<file path="src/rtl/lsjd_pkg.sv">
// Shared types, codes and helper functions for the line sensor junction detector.
package lsjd_pkg;

   localparam int AGREE_DEPTH = 3;
   localparam int PTR_W       = (AGREE_DEPTH > 1) ? $clog2(AGREE_DEPTH) : 1;

   typedef enum logic [2:0] {
      CLS_MID   = 3'd0,
      CLS_FULL  = 3'd1,
      CLS_RIGHT = 3'd2,
      CLS_LEFT  = 3'd3,
      CLS_EMPTY = 3'd4,
      CLS_TEE   = 3'd5,
      CLS_NONE  = 3'd6
   } cls_type;

   typedef enum logic [3:0] {
      JN_DEAD_END     = 4'd0,
      JN_TEE          = 4'd2,
      JN_TEE_RIGHT    = 4'd3,
      JN_TEE_LEFT     = 4'd4,
      JN_CROSS        = 4'd5,
      JN_START_END    = 4'd6,
      JN_UNKNOWN      = 4'd7,
      JN_RIGHT_CORNER = 4'd8,
      JN_LEFT_CORNER  = 4'd9
   } jn_type;

   typedef enum logic [2:0] {
      REG_PATTERN_MID      = 3'd0,
      REG_PATTERN_FULL     = 3'd1,
      REG_PATTERN_RIGHT    = 3'd2,
      REG_PATTERN_LEFT     = 3'd3,
      REG_PATTERN_EMPTY    = 3'd4,
      REG_PATTERN_TEE_MARK = 3'd5,
      REG_MAX_MISMATCH     = 3'd6
   } reg_index_type;

   localparam logic [7:0] RST_PATTERN_MID      = 8'b0001_1000;
   localparam logic [7:0] RST_PATTERN_FULL     = 8'b1111_1111;
   localparam logic [7:0] RST_PATTERN_RIGHT    = 8'b0001_1111;
   localparam logic [7:0] RST_PATTERN_LEFT     = 8'b1111_1000;
   localparam logic [7:0] RST_PATTERN_EMPTY    = 8'b0000_0000;
   localparam logic [7:0] RST_PATTERN_TEE_MARK = 8'b0110_0110;
   localparam logic [3:0] RST_MAX_MISMATCH     = 4'd1;

   typedef struct packed {
      logic [7:0] pattern_mid;
      logic [7:0] pattern_full;
      logic [7:0] pattern_right;
      logic [7:0] pattern_left;
      logic [7:0] pattern_empty;
      logic [7:0] pattern_tee_mark;
      logic [3:0] max_mismatch;
   } cfg_type;

   typedef struct packed {
      logic   stable;
      jn_type junction;
   } track_type;

   function automatic logic [3:0] popcount8(input logic [7:0] v);
      logic [3:0] n;
      n = 4'd0;
      for (int i = 0; i < 8; i++) begin
         n = n + {3'd0, v[i]};
      end
      return n;
   endfunction

   function automatic jn_type decode_junction(input cls_type newest, input cls_type prev);
      jn_type j;
      j = JN_UNKNOWN;
      if (newest == CLS_MID && prev == CLS_FULL) begin
         j = JN_CROSS;
      end else if (newest == CLS_EMPTY && prev == CLS_FULL) begin
         j = JN_TEE;
      end else if (newest == CLS_EMPTY && prev == CLS_RIGHT) begin
         j = JN_RIGHT_CORNER;
      end else if (newest == CLS_EMPTY && prev == CLS_LEFT) begin
         j = JN_LEFT_CORNER;
      end else if (newest == CLS_MID && prev == CLS_RIGHT) begin
         j = JN_TEE_RIGHT;
      end else if (newest == CLS_MID && prev == CLS_LEFT) begin
         j = JN_TEE_LEFT;
      end else if (newest == CLS_FULL && prev == CLS_TEE) begin
         j = JN_START_END;
      end else if (newest == CLS_EMPTY && prev == CLS_MID) begin
         j = JN_DEAD_END;
      end
      return j;
   endfunction

endpackage

</file>
<file path="src/rtl/line_sensor_junction_detector_unit.sv">
// Top level: config registers, input register, classifier, tracker and result register.
// Takes one sensor word per cycle when the result side keeps up; each accepted word passes
// through the input register, then the result register, before its result can be taken.
// The ring, pointer and history update when a word moves from the input register to the
// result register, so the one-word-per-cycle rate is set by that single classify-and-decode
// path. The user is to write pattern and mismatch registers through the csr port while
// idle; the block itself does not enforce this.
module line_sensor_junction_detector_unit (
   input  logic       clock,
   input  logic       reset,
   input  logic       req_valid,
   output logic       req_ready,
   input  logic [7:0] req_sensor_bits,
   output logic       rsp_valid,
   input  logic       rsp_ready,
   output logic [2:0] rsp_sample_class,
   output logic       rsp_stable,
   output logic [3:0] rsp_junction,
   input  logic       csr_we,
   input  logic [2:0] csr_index,
   input  logic [7:0] csr_wdata
);
   import lsjd_pkg::*;

   cfg_type    cfg_ff;
   logic       in_valid_ff;
   logic [7:0] in_bits_ff;
   logic       out_valid_ff;
   logic [2:0] out_class_ff;
   logic       out_stable_ff;
   logic [3:0] out_junction_ff;
   logic       advance;
   cls_type    cls;
   track_type  track;

   // word moves on when the result register is free or being drained
   assign advance   = in_valid_ff && (!out_valid_ff || rsp_ready);
   assign req_ready = !in_valid_ff || advance;

   always_ff @(posedge clock) begin
      if (reset) begin
         cfg_ff.pattern_mid      <= RST_PATTERN_MID;
         cfg_ff.pattern_full     <= RST_PATTERN_FULL;
         cfg_ff.pattern_right    <= RST_PATTERN_RIGHT;
         cfg_ff.pattern_left     <= RST_PATTERN_LEFT;
         cfg_ff.pattern_empty    <= RST_PATTERN_EMPTY;
         cfg_ff.pattern_tee_mark <= RST_PATTERN_TEE_MARK;
         cfg_ff.max_mismatch     <= RST_MAX_MISMATCH;
      end else if (csr_we) begin
         case (reg_index_type'(csr_index))
            REG_PATTERN_MID:      cfg_ff.pattern_mid      <= csr_wdata;
            REG_PATTERN_FULL:     cfg_ff.pattern_full     <= csr_wdata;
            REG_PATTERN_RIGHT:    cfg_ff.pattern_right    <= csr_wdata;
            REG_PATTERN_LEFT:     cfg_ff.pattern_left     <= csr_wdata;
            REG_PATTERN_EMPTY:    cfg_ff.pattern_empty    <= csr_wdata;
            REG_PATTERN_TEE_MARK: cfg_ff.pattern_tee_mark <= csr_wdata;
            REG_MAX_MISMATCH:     cfg_ff.max_mismatch     <= csr_wdata[3:0];
            default: ;
         endcase
      end
   end

   always_ff @(posedge clock) begin
      if (reset) begin
         in_valid_ff <= 1'b0;
      end else if (req_ready) begin
         in_valid_ff <= req_valid;
      end
   end

   always_ff @(posedge clock) begin
      if (req_valid && req_ready) begin
         in_bits_ff <= req_sensor_bits;
      end
   end

   lsjd_classify u_classify (
      .sensor_bits  (in_bits_ff),
      .cfg          (cfg_ff),
      .sample_class (cls)
   );

   lsjd_track u_track (
      .clock        (clock),
      .reset        (reset),
      .advance      (advance),
      .sample_class (cls),
      .track        (track)
   );

   always_ff @(posedge clock) begin
      if (reset) begin
         out_valid_ff <= 1'b0;
      end else if (advance) begin
         out_valid_ff <= 1'b1;
      end else if (rsp_ready) begin
         out_valid_ff <= 1'b0;
      end
   end

   always_ff @(posedge clock) begin
      if (advance) begin
         out_class_ff    <= 3'(cls);
         out_stable_ff   <= track.stable;
         out_junction_ff <= 4'(track.junction);
      end
   end

   assign rsp_valid        = out_valid_ff;
   assign rsp_sample_class = out_class_ff;
   assign rsp_stable       = out_stable_ff;
   assign rsp_junction     = out_junction_ff;

endmodule

</file>
<file path="src/rtl/lsjd_classify.sv">
// Pattern matcher: picks the first pattern within the mismatch limit.
module lsjd_classify (
   input  logic [7:0]       sensor_bits,
   input  lsjd_pkg::cfg_type cfg,
   output lsjd_pkg::cls_type sample_class
);
   import lsjd_pkg::*;

   logic near_empty, near_full, near_right, near_left, near_mid, near_tee;

   assign near_empty = popcount8(sensor_bits ^ cfg.pattern_empty)    <= cfg.max_mismatch;
   assign near_full  = popcount8(sensor_bits ^ cfg.pattern_full)     <= cfg.max_mismatch;
   assign near_right = popcount8(sensor_bits ^ cfg.pattern_right)    <= cfg.max_mismatch;
   assign near_left  = popcount8(sensor_bits ^ cfg.pattern_left)     <= cfg.max_mismatch;
   assign near_mid   = popcount8(sensor_bits ^ cfg.pattern_mid)      <= cfg.max_mismatch;
   assign near_tee   = popcount8(sensor_bits ^ cfg.pattern_tee_mark) <= cfg.max_mismatch;

   always_comb begin
      if (near_empty) begin
         sample_class = CLS_EMPTY;
      end else if (near_full) begin
         sample_class = CLS_FULL;
      end else if (near_right) begin
         sample_class = CLS_RIGHT;
      end else if (near_left) begin
         sample_class = CLS_LEFT;
      end else if (near_mid) begin
         sample_class = CLS_MID;
      end else if (near_tee) begin
         sample_class = CLS_TEE;
      end else begin
         sample_class = CLS_NONE;
      end
   end

endmodule

</file>
<file path="src/rtl/lsjd_track.sv">
// Agreement ring and class history with junction decode.
module lsjd_track (
   input  logic               clock,
   input  logic               reset,
   input  logic               advance,
   input  lsjd_pkg::cls_type  sample_class,
   output lsjd_pkg::track_type track
);
   import lsjd_pkg::*;

   cls_type          ring_ff [AGREE_DEPTH];
   cls_type          ring_in [AGREE_DEPTH];
   logic [PTR_W-1:0] ptr_ff, ptr_in;
   cls_type          hist0_ff, hist0_in;
   cls_type          hist1_ff, hist1_in;
   logic             agree;

   always_comb begin
      for (int i = 0; i < AGREE_DEPTH; i++) begin
         ring_in[i] = (ptr_ff == PTR_W'(i)) ? sample_class : ring_ff[i];
      end
      agree = 1'b1;
      for (int i = 1; i < AGREE_DEPTH; i++) begin
         if (ring_in[i] != ring_in[0]) begin
            agree = 1'b0;
         end
      end
      ptr_in   = (ptr_ff == PTR_W'(AGREE_DEPTH - 1)) ? '0 : ptr_ff + PTR_W'(1);
      hist0_in = agree ? sample_class : hist0_ff;
      hist1_in = agree ? hist0_ff : hist1_ff;
      // all entries equal the new class when agreed, so decode off it directly
      track.stable   = agree;
      track.junction = agree ? decode_junction(sample_class, hist0_ff) : JN_UNKNOWN;
   end

   always_ff @(posedge clock) begin
      if (reset) begin
         for (int i = 0; i < AGREE_DEPTH; i++) begin
            ring_ff[i] <= CLS_NONE;
         end
         ptr_ff   <= '0;
         hist0_ff <= CLS_NONE;
         hist1_ff <= CLS_NONE;
      end else if (advance) begin
         ring_ff  <= ring_in;
         ptr_ff   <= ptr_in;
         hist0_ff <= hist0_in;
         hist1_ff <= hist1_in;
      end
   end

   a_ptr_range: assert property (@(posedge clock) disable iff (reset)
      ptr_ff <= PTR_W'(AGREE_DEPTH - 1))
      else $error("ring pointer out of range");

   a_hold_when_idle: assert property (@(posedge clock) disable iff (reset)
      !advance |=> $stable(ptr_ff) && $stable(hist0_ff) && $stable(hist1_ff))
      else $error("tracking state moved without a word");

   a_hist_shift: assert property (@(posedge clock) disable iff (reset)
      advance && track.stable |=> hist0_ff == $past(sample_class)
                                  && hist1_ff == $past(hist0_ff))
      else $error("history did not shift on agreement");

   a_junction_needs_stable: assert property (@(posedge clock) disable iff (reset)
      !track.stable |-> track.junction == JN_UNKNOWN)
      else $error("junction decoded without agreement");

endmodule

</file>
<file path="config.mk">
export PLATFORM = sky130hd
export DESIGN_NAME = line_sensor_junction_detector_unit
export DESIGN_NICKNAME = d
export VERILOG_FILES = /design/src/rtl/lsjd_pkg.sv /design/src/rtl/line_sensor_junction_detector_unit.sv /design/src/rtl/lsjd_classify.sv /design/src/rtl/lsjd_track.sv
export SDC_FILE = /design/constraint.sdc
export NUM_CORES = 1
export LEC_CHECK = 0
export ABC_AREA = 1
export BUFFER_PORTS_ARGS = -buffer_cell sky130_fd_sc_hd__buf_2
export CORE_ASPECT_RATIO = 1.2
export CORE_UTILIZATION = 55
export CTS_BUF_LIST = sky130_fd_sc_hd__clkbuf_4 sky130_fd_sc_hd__clkbuf_8
export CTS_CLUSTER_DIAMETER = 150
export CTS_CLUSTER_SIZE = 12
export DETAILED_ROUTE_END_ITERATION = 16
export PLACE_DENSITY = 0.72
export SYNTH_ARGS = -nofsm -noshare
export SYNTH_HDL_FRONTEND = slang
export SYNTH_SLANG_ARGS = --single-unit
</file>
<file path="constraint.sdc">
create_clock -name clock -period 4.7 [get_ports clock]
set_clock_uncertainty 0.15 [all_clocks]
set_input_delay 0.47 -clock clock [delete_from_list [all_inputs] [get_ports clock]]
set_output_delay 0.47 -clock clock [all_outputs]
set_load 0.02 [all_outputs]
</file>
After elaboration in Yosys (flattened, before gate mapping)
Cells that the tools add are included.
- logic and storage cells: 143
- output and inout bits: 10
- bits in registers: 84
- input port bits: 24
- multiplexer cells: 22
- reduce and logical (&&, ||, !) cells: 29
- order comparisons: 6
- equal/unequal tests: 16
- bitwise operators: 7
- $add $sub $neg: 43
- operators with widths (operator ; number):
    4-bit by 1-bit adder with 4-bit output ; 36
    8-bit XOR ; 6
    3-bit 2-to-1 mux ; 10
    4-bit <= comparator ; 6
    4-bit 2-to-1 mux ; 5
    2-bit AND reduction ; 8
    3-bit equality test, second input constant ; 5
    1-bit by 1-bit adder with 2-bit output ; 6
    3-bit by 2-bit equality test with 1-bit output, second input constant ; 4
    1-bit logical AND ; 10
    3-bit by 1-bit equality test with 1-bit output, second input constant ; 3
    3-bit logical NOT ; 3
    2-bit 2-to-1 mux ; 3
    3-bit inequality test ; 2
    1-bit 2-to-1 mux ; 4
    3-bit OR reduction ; 1
    2-bit by 1-bit adder with 2-bit output, second input constant ; 1
    2-bit by 1-bit equality test with 1-bit output, second input constant ; 1
    2-bit equality test, second input constant ; 1
    1-bit logical NOT ; 2
    2-bit logical NOT ; 1
    1-bit logical OR ; 2
    2-bit nonzero test ; 1
    2-bit OR reduction ; 1
    1-bit NOT ; 1

Logic depth before layout (Yosys ltp)
Gate-level depths: netlist (run 1).
- depth in word-level cells: 25
- mapped depth: 29
- gate-level depth less buffers: 28

Modules after synthesis
From an unflattened synthesis (run 1), not the netlist that was laid out.
- cell total of the unflattened synthesis: 727
- area total of the unflattened synthesis: 5725.5 um^2
- modules (own cells, without submodules) (module ; cells each ; area each (um^2) ; instances ; sequential area each (um^2)):
    line_sensor_junction_detector_unit ; 307 ; 2625.0 ; 1 ; 1561.5
    lsjd_classify ; 257 ; 2073.2 ; 1 ; 0.0
    lsjd_track ; 163 ; 1027.2 ; 1 ; 280.3

Worst setup path after synthesis (run 1)
OpenSTA, ideal clock, no wires.
- kind: reg2reg
- start point: register in_bits_ff[0]
- end point: register out_junction_ff[0], in the netlist rsp_junction[0] (data pin)
- path slack: -0.299 ns
- path buffers: 1
- required time: 4.291 ns
- stages on the path, launching flop included: 28
- clock period less this slack: 4.999 ns
- setup time: 0.259 ns
- data arrival time: 4.590 ns
- cell sequence: edfxtp_1 clkbuf_1 xor2_1 ha_1 inv_1 fa_1 fa_1 inv_1 fa_1 fa_1 xor2_1 ha_1 nand2_1 o21bai_1 nand2_1 nand2_2 nor2_4 nand2_2 nand2_2 nand2_1 nand2_2 nand2_1 nand2_1 nand2_2 nor2_4 nand2_2 a21oi_2 o21ai_1
- word-level cells in the longest chain between the ends: 24
- elaborated cells on any way between the ends: 87
- those cells by class: 42 x add/sub; 6 x order compare; 4 x eq/ne; 18 x mux; 7 x bitwise; 10 x reduce/logical
- RTL lines (item ; RTL line ; text):
    start: declaration ; line_sensor_junction_detector_unit.sv:27 ; logic [7:0] in_bits_ff;
    start signal: assignment ; line_sensor_junction_detector_unit.sv:73 ; in_bits_ff <= req_sensor_bits;
    8-bit XOR ; lsjd_classify.sv:16 ; assign near_tee = popcount8(sensor_bits ^ cfg.pattern_tee_mark) <= cfg.max_mismatch;
    1-bit by 1-bit adder with 2-bit output ; lsjd_pkg.sv:66 ; n = n + {3'd0, v[i]};
    4-bit by 1-bit adder with 4-bit output (6 in series) ; lsjd_pkg.sv:66 ;
    4-bit <= comparator ; lsjd_classify.sv:16 ;
    2-bit 2-to-1 mux ; lsjd_classify.sv:29 ; end else if (near_tee) begin
    3-bit 2-to-1 mux ; lsjd_classify.sv:27 ; end else if (near_mid) begin
    3-bit 2-to-1 mux ; lsjd_classify.sv:25 ; end else if (near_left) begin
    3-bit 2-to-1 mux ; lsjd_classify.sv:23 ; end else if (near_right) begin
    (+3 left out) ; -- ;
    1-bit logical AND ; lsjd_pkg.sv:88 ; end else if (newest == CLS_EMPTY && prev == CLS_MID) begin
    3-bit 2-to-1 mux ; lsjd_pkg.sv:88 ;
    4-bit 2-to-1 mux ; lsjd_pkg.sv:86 ; end else if (newest == CLS_FULL && prev == CLS_TEE) begin
    4-bit 2-to-1 mux ; lsjd_pkg.sv:84 ; end else if (newest == CLS_MID && prev == CLS_LEFT) begin
    4-bit 2-to-1 mux ; lsjd_pkg.sv:82 ; end else if (newest == CLS_MID && prev == CLS_RIGHT) begin
    4-bit 2-to-1 mux ; lsjd_pkg.sv:80 ; end else if (newest == CLS_EMPTY && prev == CLS_LEFT) begin
    4-bit 2-to-1 mux ; lsjd_pkg.sv:78 ; end else if (newest == CLS_EMPTY && prev == CLS_RIGHT) begin
    3-bit 2-to-1 mux ; lsjd_pkg.sv:76 ; end else if (newest == CLS_EMPTY && prev == CLS_FULL) begin
    end signal: assignment ; line_sensor_junction_detector_unit.sv:105 ; out_junction_ff <= 4'(track.junction);
    end: declaration ; line_sensor_junction_detector_unit.sv:31 ; logic [3:0] out_junction_ff;
Mark *: on every way between the ends. The rest lies on a longest branch, timed or not.
A chain may end at the register's enable or synchronous reset.

Worst setup path in the final report (run 1)
- start point: register in_bits_ff[1]
- end point: register out_junction_ff[2], in the netlist rsp_junction[2] (data pin)
- elaborated cells on any way between the ends: 87
- those cells by class: 42 x add/sub; 6 x order compare; 4 x eq/ne; 18 x mux; 7 x bitwise; 10 x reduce/logical
- RTL lines (item ; RTL line ; text):
    8-bit XOR ; lsjd_classify.sv:15 ; assign near_mid = popcount8(sensor_bits ^ cfg.pattern_mid) <= cfg.max_mismatch;
    1-bit by 1-bit adder with 2-bit output ; lsjd_pkg.sv:66 ;
    4-bit by 1-bit adder with 4-bit output (6 in series) ; lsjd_pkg.sv:66 ;
    4-bit <= comparator ; lsjd_classify.sv:15 ;
    3-bit 2-to-1 mux ; lsjd_classify.sv:27 ;
    3-bit 2-to-1 mux ; lsjd_classify.sv:25 ;
    3-bit 2-to-1 mux ; lsjd_classify.sv:23 ;
    3-bit 2-to-1 mux ; lsjd_classify.sv:21 ; end else if (near_full) begin
    (+1 left out) ; -- ;
    via cls[2] ; line_sensor_junction_detector_unit.sv:33 ; cls_type cls;
    (+1 left out) ; -- ;
    1-bit logical AND ; lsjd_pkg.sv:88 ;
    3-bit 2-to-1 mux ; lsjd_pkg.sv:88 ;
    4-bit 2-to-1 mux ; lsjd_pkg.sv:86 ;
    4-bit 2-to-1 mux ; lsjd_pkg.sv:84 ;
    4-bit 2-to-1 mux ; lsjd_pkg.sv:82 ;
    4-bit 2-to-1 mux ; lsjd_pkg.sv:80 ;
    4-bit 2-to-1 mux ; lsjd_pkg.sv:78 ;
    3-bit 2-to-1 mux ; lsjd_pkg.sv:76 ;
Mark *: on every way through the listed nets, which the timed path passes. The rest lies on a longest branch.

==> run_results.csv, run 1 <==
group,metric,value,unit
placement,portBuffers,33,
placement,routabilityCongestion,0.868,
synth,syn_inst,674,
detailed_routing,route.detailed.drc,0,
timing,slew_viol_final,0,
global_routing,grt_max_degree,53,
detailed_routing,detail-route-antenna-nets,0,
synth,ys_ff_latch,84,
timing,layout_min_cycle_time,5010,ps
finish,final_nets,828,
finish,fin_cells,866,
die,die-area,0.0101,sq mm
die,die_h,110,um
timing,relSlewSlack,40.5,%
power,pwr-share-comb,55.8,%
worst_setup_path,end_kind,"flip-flop",
status,status,"complete, but fails checks",
placement,dp_cells,834,
worst_setup_path,cp_max_fo,5,
global_routing,grtUsageTotal,24.3,%
worst_setup_path,worst_ep_arrival_time,4990,ps
power,cell_internal_pwr,1880,uW
clock_tree,postCtsHoldBufs,0,
timing,fmax,199,MHz
clock_tree,cts_sinks,84,
finish,drive_gt1_share,20.9,%
detailed_routing,viasPerCell,5.17,
synth,synthTopCellsByArea,"dfxtp_1 25%, nand2_1 10%, ha_1 9.8%",
power,p_sw_share,41.3,%
clock_tree,clock_latency,380,ps
power,switchingPower,1320,uW
power,p_clk_share,18.7,%
detailed_routing,wire_per_inst,13.6,um
placement,dp_hpwl,8980,um
job,maxCapViolCount,0,
detailed_routing,wl,11700,um
worst_hold_path,hold_path_class,"in2reg",
placement,dp_slack,-399,ps
timing,rsz0062_at_grt,"yes",
die,core_area,0.00947,sq mm
timing,setup_tns,-2230,ps
timing,setup_viol,9,
synth,ys_warn_count,0,
timing,hold_viol,0,
finish,fin_util,66.1,%
power,p_leak,0.00301,uW
finish,area_growth,16.9,%
detailed_routing,dr.pass1.iters,4,
synth,synth_cell_types,31,
synth,synth_top_area_cell,"dfxtp_1",
synth,ys_async_sr_fraction,0,%
clock_tree,clkTransAtPathRegs,100,ps
clock_tree,htreeDepth,3,
die,die_w,92.0,um
timing,worstMarginPinSlew,886,ps
global_routing,grt_pass1_wl,19300,um
finish,antenna_cells,0,
synth,syn_area,0.00535,sq mm
synth,ys_seq_area_share,34.4,%
synth,synth.top_cell.area_share,25.5,%
global_routing,grt_pass1_vias,4395,
timing,setup_ws,-313,ps
worst_setup_path,cp-start-kind,"flip-flop",
clock_tree,cts_tree,"yes",
global_routing,antenna_found_initial,0,
clock_tree,cts.root.buffer_cell,"clkbuf_8",
power,power_frac_seq,25.5,%
clock_tree,numCtsBuffers,9,
timing,finalCritPeriodShare,107,%
detailed_routing,drt_iter0_drc,162,
detailed_routing,num_vias,4475,
worst_setup_path,crit_type,"reg2reg",
global_routing,grt-ovfl-total,0,
synth,syn_avg_cell_area,7.94,sq um
synth,ys.flop_type,"dfxtp_1",
clock_tree,clockBufferDepth,2,
die,initial_utilization,56.5,%
die,ios,34,
power,p_per_area,511,mW/mm^2
synth,syn-num-nets,764,
status,violations,"negative setup slack",
power,p_total,3200,uW
synth,synth_edf_count,16,
power,peakVddDrop,0.278,mV
worst_setup_path,required,4670,ps
die,rows,39,
==> critical path: stages, from the launching register on <==
cell	delay, ps
edfxtp_1	420
buf_6	160
xor2_1	140
ha_1	280
inv_2	40
fa_1	480
fa_1	530
inv_2	40
fa_2	380
fa_2	350
xor2_1	150
ha_1	280
nand2_2	50
o21bai_1	150
nand2_1	70
nand2_2	70
nor2_4	140
nand2_4	90
nand2_4	70
nand2_1	50
nand2_1	80
nand3_1	70
nand2_1	80
inv_2	40
nor2_4	110
nand2_2	90
a21oi_2	120
o21ai_1	80
==> cells in the mapped netlist, types with 7 or more instances <==
cell type	count
o21ai_0	38
a21oi_1	21
fa_1	24
inv_1	82
nor2_1	71
clkbuf_1	16
dfxtp_1	68
xnor2_1	33
or2_2	7
nand2_2	9
edfxtp_1	16
xor2_1	21
ha_1	42
nand3_1	49
nand2_1	143
==> cell type report <==
cell class	count	area [sq um]
multi-input combinational	484	3240
fill	793	3210
sequential	84	1840
timing repair buffer	69	447
inverter	90	343
tap	123	154
clock buffer	10	131
clock inverter	6	96.3
==> power groups by stage <==
stage / logic [uW] / registers [uW] / clock network, uW
4_1_cts: 1640 / 816 / 608
3_3_place_gp: 1410 / 834 / 0
6_report: 1780 / 816 / 597
2_1_floorplan: 1030 / 836 / 0
3_5_place_dp: 1490 / 835 / 0
5_1_grt: 2000 / 821 / 642
==> stage by stage <==
stage / hold WS [ps] / cell area [sq um]
after global routing: 96.3 / 6250
after detailed placement: 312 / 5790
final: 110 / 6250
after floorplan: 279 / 5400
after global placement: 310 / 5790
after CTS: 96.7 / 6150
==> state kept, by name, indices dropped and copies added (netlist names) <==
signal and count:
in_valid_ff 1, cfg_ff 52, rsp_valid 1, rsp_stable 1, rsp_junction 4, u_track.ring_ff 9, rsp_sample_class 3, in_bits_ff 8
u_track.hist0_ff 3, u_track.ptr_ff 2
==> final timing paths <==
kind	from	depth (start not counted)	end	slack, ps
max	in_bits_ff[1]$_DFFE_PP_	27	rsp_junction[2]$_SDFFCE_PP1P_	-310
min	req_sensor_bits[2]	1	in_bits_ff[2]$_DFFE_PP_	110
max reg2reg	in_bits_ff[1]$_DFFE_PP_	27	rsp_junction[2]$_SDFFCE_PP1P_	-310
min reg2reg	cfg_ff[27]$_SDFFE_PP1P_	2	cfg_ff[27]$_SDFFE_PP1P_	330
==> layer usage <==
layer | GRT usage (%) | vias up | routed length (um)
li1 | - | 2259 | -
met1 | 26.6 | 2109 | 4750
met2 | 45.0 | 80 | 6290
met3 | 3.36 | 27 | 313
met4 | 14.4 | 0 | 390
met5 | 0 | - | 0
==> cells by family after synthesis <==
group / after synthesis / synth area share (%)
AND/OR/NAND/NOR: 296 / 23.8
buffers and inverters: 106 / 7.44
flip-flops: 84 / 34.4
AO/OA/AOI/OAI: 68 / 6.69
adder cells (fa/ha/maj): 66 / 18.8
XOR/XNOR: 54 / 8.84
==> layout by cell type, fill, tap and decap left out, types with 4 or more instances in the layout <==
| cell type | synthesis | final |
|---|---|---|
| nand2_2 | 9 | 19 |
| nand3_2 | 1 | 4 |
| clkbuf_8 | 0 | 9 |
| nor3_1 | 4 | 4 |
| a21oi_1 | 21 | 20 |
| nand4_1 | 5 | 5 |
| nand2_1 | 143 | 129 |
| inv_1 | 82 | 73 |
| edfxtp_1 | 16 | 16 |
| or2_2 | 7 | 7 |
| buf_2 | 0 | 33 |
| buf_4 | 0 | 33 |
| o21ai_0 | 38 | 36 |
| o21ai_1 | 3 | 4 |
| xnor2_1 | 33 | 33 |
| nor2_1 | 71 | 68 |
| inv_2 | 6 | 13 |
| ha_1 | 42 | 41 |
| fa_2 | 0 | 9 |
| dfxtp_1 | 68 | 68 |
| xor2_1 | 21 | 21 |
| nand3_1 | 49 | 46 |
| nand2_4 | 1 | 5 |
| fa_1 | 24 | 15 |
==> timing repair <==
item,in CTS,in global routing
setup buffers,13,4
setup endpoints to repair,10,14
resized for setup,14,28
pin swaps,13,23
(Power assumes the default switching activity.)
==> run 2, diff against run 1 <==
- CORE_UTILIZATION: 55 -> 35
- PLACE_DENSITY: 0.72 -> 0.49
- clock period: 4.7 -> 4.6 ns (I/O delays scaled with it)
==> run 2 against run 1 <==
  * The flow still finishes with violations (negative setup slack)
  * Core utilization is 24 points lower
  * Worst setup slack worse by 110 ps
  * First-iteration DRC count is 5.6% higher
  * Hold slack worse by 13 ps
  * Global-route usage is 7.2 points lower
  * Critical path type unchanged
  * Critical endpoint is now rsp_junction[0]$_SDFFCE_PP1P_
  * Largest power group unchanged
==> run_results.csv, run 2 (synthesis gave the netlist of run 1 again) <==
group,metric,value,unit
worst_setup_path,worst_ep_arrival_time,5000,ps
power,p_per_area,494,mW/mm^2
detailed_routing,wl,12500,um
worst_hold_path,hold_path_class,"in2reg",
worst_setup_path,end_kind,"flip-flop",
power,pwr-share-comb,55.8,%
die,die_w,115,um
finish,final_common_cell,"nand2_1",
global_routing,grt-ovfl-total,0,
detailed_routing,dr.pass1.iters,5,
detailed_routing,viasPerCell,4.63,
status,violations,"negative setup slack",
timing,fmax,199,MHz
finish,fin_cells,940,
timing,finalCritPeriodShare,109,%
detailed_routing,drt_iter0_drc,171,
die,core_area,0.0150,sq mm
finish,reg_top3,"cfg_ff: 52 flops, u_track.ring_ff: 9 flops, in_bits_ff: 8 flops",
global_routing,grtUsageTotal,17.1,%
finish,area_growth,18.7,%
clock_tree,clock_latency,380,ps
power,peakVddDrop,0.172,mV
worst_hold_path,hp-start,"req_sensor_bits[4]",
global_routing,grt_max_degree,27,
power,cell_internal_pwr,1810,uW
clock_tree,htreeDepth,3,
timing,relSlewSlack,38.5,%
placement,dp_cells,920,
power,p_clk_share,17.6,%
timing,setup_viol,10,
global_routing,grt_pass1_vias,4220,
finish,nFillCells,1567,
die,die-area,0.0158,sq mm
power,p_total,3140,uW
placement,portBuffers,33,
detailed_routing,route.detailed.drc,0,
worst_setup_path,cp-start-kind,"flip-flop",
clock_tree,cts.root.buffer_cell,"clkbuf_8",
power,power_frac_seq,26.6,%
timing,setup_tns,-3140,ps
placement,routabilityCongestion,0.823,
detailed_routing,num_vias,4352,
timing,hold_viol,0,
power,p_leak,0.00298,uW
worst_hold_path,holdPathEnd,"in_bits_ff[4]$_DFFE_PP_",
detailed_routing,wire_per_inst,13.3,um
die,rows,49,
worst_setup_path,ff2ff_path_depth,27,
timing,rsz0062_at_grt,"yes",
job,maxCapViolCount,0,
global_routing,antenna_found_initial,0,
die,ios,34,
clock_tree,numCtsBuffers,9,
clock_tree,cts_tree,"yes",
finish,top_register,"cfg_ff",
worst_setup_path,cp_num_buf_inv,4,
status,status,"complete, but fails checks",
worst_setup_path,regToRegEndpoint,"rsp_junction[0]$_SDFFCE_PP1P_",
power,switchingPower,1330,uW
worst_setup_path,max_stage_delay,520,ps
timing,timing.hold.ws,96.8,ps
detailed_routing,detail-route-antenna-nets,0,
finish,drive_gt1_share,21.3,%
worst_setup_path,cp_top_family,"adder cells",
power,p_sw_share,42.3,%
worst_setup_path,crit_type,"reg2reg",
timing,layout_min_cycle_time,5020,ps
worst_setup_path,required,4580,ps
worst_setup_path,startpoint,"in_bits_ff[1]$_DFFE_PP_",
die,die_h,137,um
clock_tree,clockBufferDepth,2,
placement,dp_hpwl,9810,um
finish,final_cell_mix,"125 x nand2_1, 73 x inv_1, 68 x nor2_1, 68 x dfxtp_1, 49 x nand3_1",
finish,final_nets,821,
worst_setup_path,slowest_stage,"fa_1",
clock_tree,clkTransAtPathRegs,90,ps
placement,dp_slack,-517,ps
timing,setup_ws,-420,ps
worst_setup_path,r2r_setup_slack,-420,ps
clock_tree,cts_sinks,84,
worst_hold_path,holdPathStages,1,
worst_setup_path,cp_max_fo,4,
timing,worstMarginPinSlew,921,ps
die,initial_utilization,35.8,%
finish,antenna_cells,0,
global_routing,grt_pass1_wl,20400,um
timing,slew_viol_final,0,
finish,largest_reg_flops,52,
worst_setup_path,r2r-start,"in_bits_ff[1]$_DFFE_PP_",
==> run 2: power by group through the flow <==
stage               Sequential (uW)  Clock [uW]  Combinational (uW)
floorplan                       855           0                1060
global placement                854           0                1500
detailed placement              854           0                1560
CTS                             835         580                1670
global route                    840         602                2000
finish                          834         551                1750
==> run 2: worst max-delay path by stage <==
stage / to / cells past startpoint
floorplan: rsp_junction[0]$_SDFFCE_PP1P_ / 27
global placement: rsp_junction[1]$_SDFFCE_PP1P_ / 22
detailed placement: rsp_junction[0]$_SDFFCE_PP1P_ / 28
CTS: rsp_junction[0]$_SDFFCE_PP1P_ / 27
global route: rsp_junction[0]$_SDFFCE_PP1P_ / 29
finish: rsp_junction[0]$_SDFFCE_PP1P_ / 27
==> run 2: worst register-to-register path, stage by stage (launching register included) <==
cell and delay (ps):
edfxtp_1 450, buf_6 160, xor2_2 130, ha_1 280
inv_2 40, fa_1 470, fa_1 520, fa_2 390
fa_1 500, inv_2 50, ha_4 260, inv_2 30
o21bai_1 110, nand2_1 80, nand2_2 60, nand2_2 70
nor2_4 140, nand2_2 100, nand2_4 90, nand2_1 50
nand2_1 80, nand2_1 50, nand2_1 70, nand2_2 60
nor2_4 90, nand2_2 90, a21oi_2 120, o21ai_1 80
==> run 2: area by class of cell <==
class | instances | area (sq um) | area share [%]
Multi-Input combinational cell | 484 | 3300 | 51.9
Clock buffer | 9 | 124 | 1.95
Inverter | 90 | 345 | 5.44
Clock inverter | 7 | 72.6 | 1.14
Tap cell | 204 | 255 | 4.02
Timing Repair Buffer | 62 | 413 | 6.51
Sequential cell | 84 | 1840 | 29.0
==> run 2: through the flow <==
step           utilization, %  area [sq um]
6_report                 42.4          6350
5_1_grt                  42.4          6350
4_1_cts                  41.7          6230
3_5_place_dp             39.7          5930
3_3_place_gp             39.7          5930
2_1_floorplan               -          5410
==> run 2: repair_timing <==
item	4_1_cts	5_1_grt
hold endpoints to repair	0	0
endpoints found under the setup margin	14	18
resized for setup	22	38
hold buffers	0	0
pin swaps	12	13
setup buffers	7	4
==> run 2: layer usage <==
metal / wire, um / vias to the layer above / global-route usage, %
met4: 235 / 0 / 6.85
met3: 360 / 18 / 3.48
met5: 0 / - / 0
met2: 6580 / 66 / 31.0
li1: - / 2238 / -
met1: 5300 / 2030 / 19.5
==> run 3, diff against run 2 <==
- SETUP_SLACK_MARGIN: not set -> 0.05
==> run 3 against run 2 <==
  * First-iteration DRC count fell by 5.8%
  * Critical path type unchanged
  * Core utilization rose by 0.56 points
  * Maximum frequency fell by 0.32%
  * Flip-flop and latch count did not move
  * Highest routed layer unchanged
  * Via count rose by 0.34%
  * Global-route usage fell by 0.17 points
  * Total power rose by 5.4%
  * Largest power group unchanged
  * Clock-buffer cell count rose by 1
  * Sequential power barely moved
  * Final cell count rose by 0.64%
  * The run still ends with negative setup slack left
==> run_results.csv, run 3 (synthesis gave the netlist of run 1 again) <==
group,metric,value,unit
status,status,"complete, but fails checks",
status,violations,"negative setup slack",
finish,fin_cells,946,
timing,setup_tns,-3270,ps
timing,setup_viol,11,
worst_setup_path,crit_type,"reg2reg",
global_routing,grtUsageMet1,19.5,%
detailed_routing,detail-route-antenna-nets,0,
timing,finalCritPeriodShare,109,%
die,initial_utilization,35.8,%
worst_setup_path,worst_ep_arrival_time,5010,ps
detailed_routing,route.detailed.drc,0,
timing,rsz0062_at_grt,"yes",
detailed_routing,wl,12600,um
worst_setup_path,r2r_setup_slack,-440,ps
die,die_h,137,um
timing,setup_ws,-436,ps
placement,dp_hpwl,9630,um
placement,placed_area,0.00590,sq mm
finish,top_register,"cfg_ff",
power,p_leak,0.00301,uW
worst_hold_path,hold_path_class,"in2reg",
global_routing,use_met3,2.51,%
job,maxCapViolCount,0,
global_routing,grtUsageTotal,16.9,%
placement,dp_slack,-494,ps
die,rows,49,
clock_tree,numCtsBuffers,9,
placement,portBuffers,33,
worst_setup_path,cp-start-kind,"flip-flop",
die,ios,34,
detailed_routing,dr.pass1.iters,4,
die,die_w,115,um
finish,final_common_cell,"nand2_1",
detailed_routing,viasPerCell,4.62,
clock_tree,cts.root.buffer_cell,"clkbuf_8",
worst_setup_path,startpoint,"in_bits_ff[1]$_DFFE_PP_",
global_routing,gr-usage-met2,31.1,%
clock_tree,clock_latency,380,ps
power,peakVddDrop,0.252,mV
timing,fmax,199,MHz
finish,final_area,0.00643,sq mm
worst_setup_path,cp_max_fo,4,
clock_tree,cts_sinks,84,
clock_tree,postCtsHoldBufs,0,
global_routing,antenna_found_initial,0,
global_routing,busiest_layer,"met2",
global_routing,grt_max_degree,56,
finish,nFillCells,1589,
worst_setup_path,ff2ff_path_depth,27,
global_routing,grt_pass1_vias,4217,
finish,final_cell_mix,"122 x nand2_1, 70 x inv_1, 68 x dfxtp_1",
timing,relSlewSlack,39.6,%
die,core_area,0.0150,sq mm
finish,antenna_cells,0,
detailed_routing,wire_per_inst,13.3,um
global_routing,grt-ovfl-total,0,
timing,hold_viol,0,
clock_tree,clockBufferDepth,2,
worst_setup_path,r2r-start,"in_bits_ff[1]$_DFFE_PP_",
finish,drive_gt1_share,23.0,%
worst_setup_path,required,4580,ps
power,p_total,3310,uW
clock_tree,cts_tree,"yes",
worst_setup_path,crit_end,"rsp_junction[0]$_SDFFCE_PP1P_",
global_routing,grt_pass1_wl,20400,um
timing,worstMarginPinSlew,899,ps
timing,slew_viol_final,0,
placement,dp_cells,915,
worst_setup_path,end_kind,"flip-flop",
worst_setup_path,regToRegEndpoint,"rsp_junction[0]$_SDFFCE_PP1P_",
clock_tree,clkTransAtPathRegs,90,ps
finish,largest_reg_flops,52,
finish,final_nets,827,
finish,reg_top3,"cfg_ff: 52 flops, u_track.ring_ff: 9 flops, in_bits_ff: 8 flops",
die,die-area,0.0158,sq mm
finish,area_growth,20.2,%
clock_tree,htreeDepth,3,
detailed_routing,drt_iter0_drc,161,
placement,routabilityCongestion,0.811,
power,p_per_area,514,mW/mm^2
timing,layout_min_cycle_time,5040,ps
detailed_routing,num_vias,4367,
-- run 3: changes by cell type in the layout (fill, tap and decap cells not counted), sizes merged --
| cell | previous run | this run |
|---|---|---|
| buf | 62 | 68 |
| clkinv | 4 | 6 |
| inv | 91 | 89 |
| bufinv | 1 | 0 |
| clkbuf | 9 | 10 |
-- run 3: cell type report --
cell class	instances	area [sq um]	share of cell area, %
multi-input cells	484	3340	51.9
flip-flops and latches	84	1840	28.6
repair buffers	68	480	7.47
inverters	90	345	5.37
well taps	204	255	3.97
clock buffers	10	131	2.04
clock inverters	6	41.3	0.642
-- run 3: worst min path at each step --
stage / start / to / slack [ps] / cells after the start
floorplan: u_track.hist0_ff[1]$_SDFFE_PP1P_ / u_track.hist0_ff[1]$_SDFFE_PP1P_ / 280 / 2
global placement: u_track.hist0_ff[1]$_SDFFE_PP1P_ / u_track.hist0_ff[1]$_SDFFE_PP1P_ / 300 / 2
detailed placement: u_track.hist0_ff[1]$_SDFFE_PP1P_ / u_track.hist0_ff[1]$_SDFFE_PP1P_ / 300 / 2
CTS: req_sensor_bits[4] / in_bits_ff[4]$_DFFE_PP_ / 80 / 1
global route: req_sensor_bits[2] / in_bits_ff[2]$_DFFE_PP_ / 80 / 1
finish: req_sensor_bits[3] / in_bits_ff[3]$_DFFE_PP_ / 100 / 1
-- run 3: through the flow --
stage	hold slack (ps)	util (%)
floorplan	279	-
global placement	295	39.4
detailed placement	297	39.4
CTS	78.4	41.8
global route	78.6	43.0
finish	101	43.0
-- run 3: repair_timing --
action / CTS / global route
endpoints found under the setup margin: 15 / 19
setup buffers: 13 / 8
resized for setup: 27 / 51
pin swaps: 21 / 12
-- run 3: per-layer routing --
layer	share of wire, %	vias up
met1	44	2034
li1	-	2253
met5	0	-
met2	51	64
met4	2.1	0
met3	2.1	16
-- run 3: worst max-delay path, cell delays in order (launching register included) --
cell	delay, ps
edfxtp_1	430
buf_6	150
xor2_2	140
ha_1	290
inv_2	40
fa_1	540
fa_1	450
fa_2	390
fa_1	500
inv_2	50
ha_4	260
inv_2	30
o21bai_1	110
nand2_1	60
nand2_1	70
nand2_2	80
nor2_4	180
nand2_4	90
nand2_4	80
nand2_2	50
nand2_2	80
nand2_1	50
nand2_1	60
nand2_2	70
nor2_4	110
nand2_2	80
a21oi_2	120
o21ai_1	80
-- run 3: power breakdown --
group          internal [uW]  leakage, uW  switching, uW
Sequential               805     0.000700           29.4
Combinational            893      0.00222           1080
Clock                    203    0.0000854            294
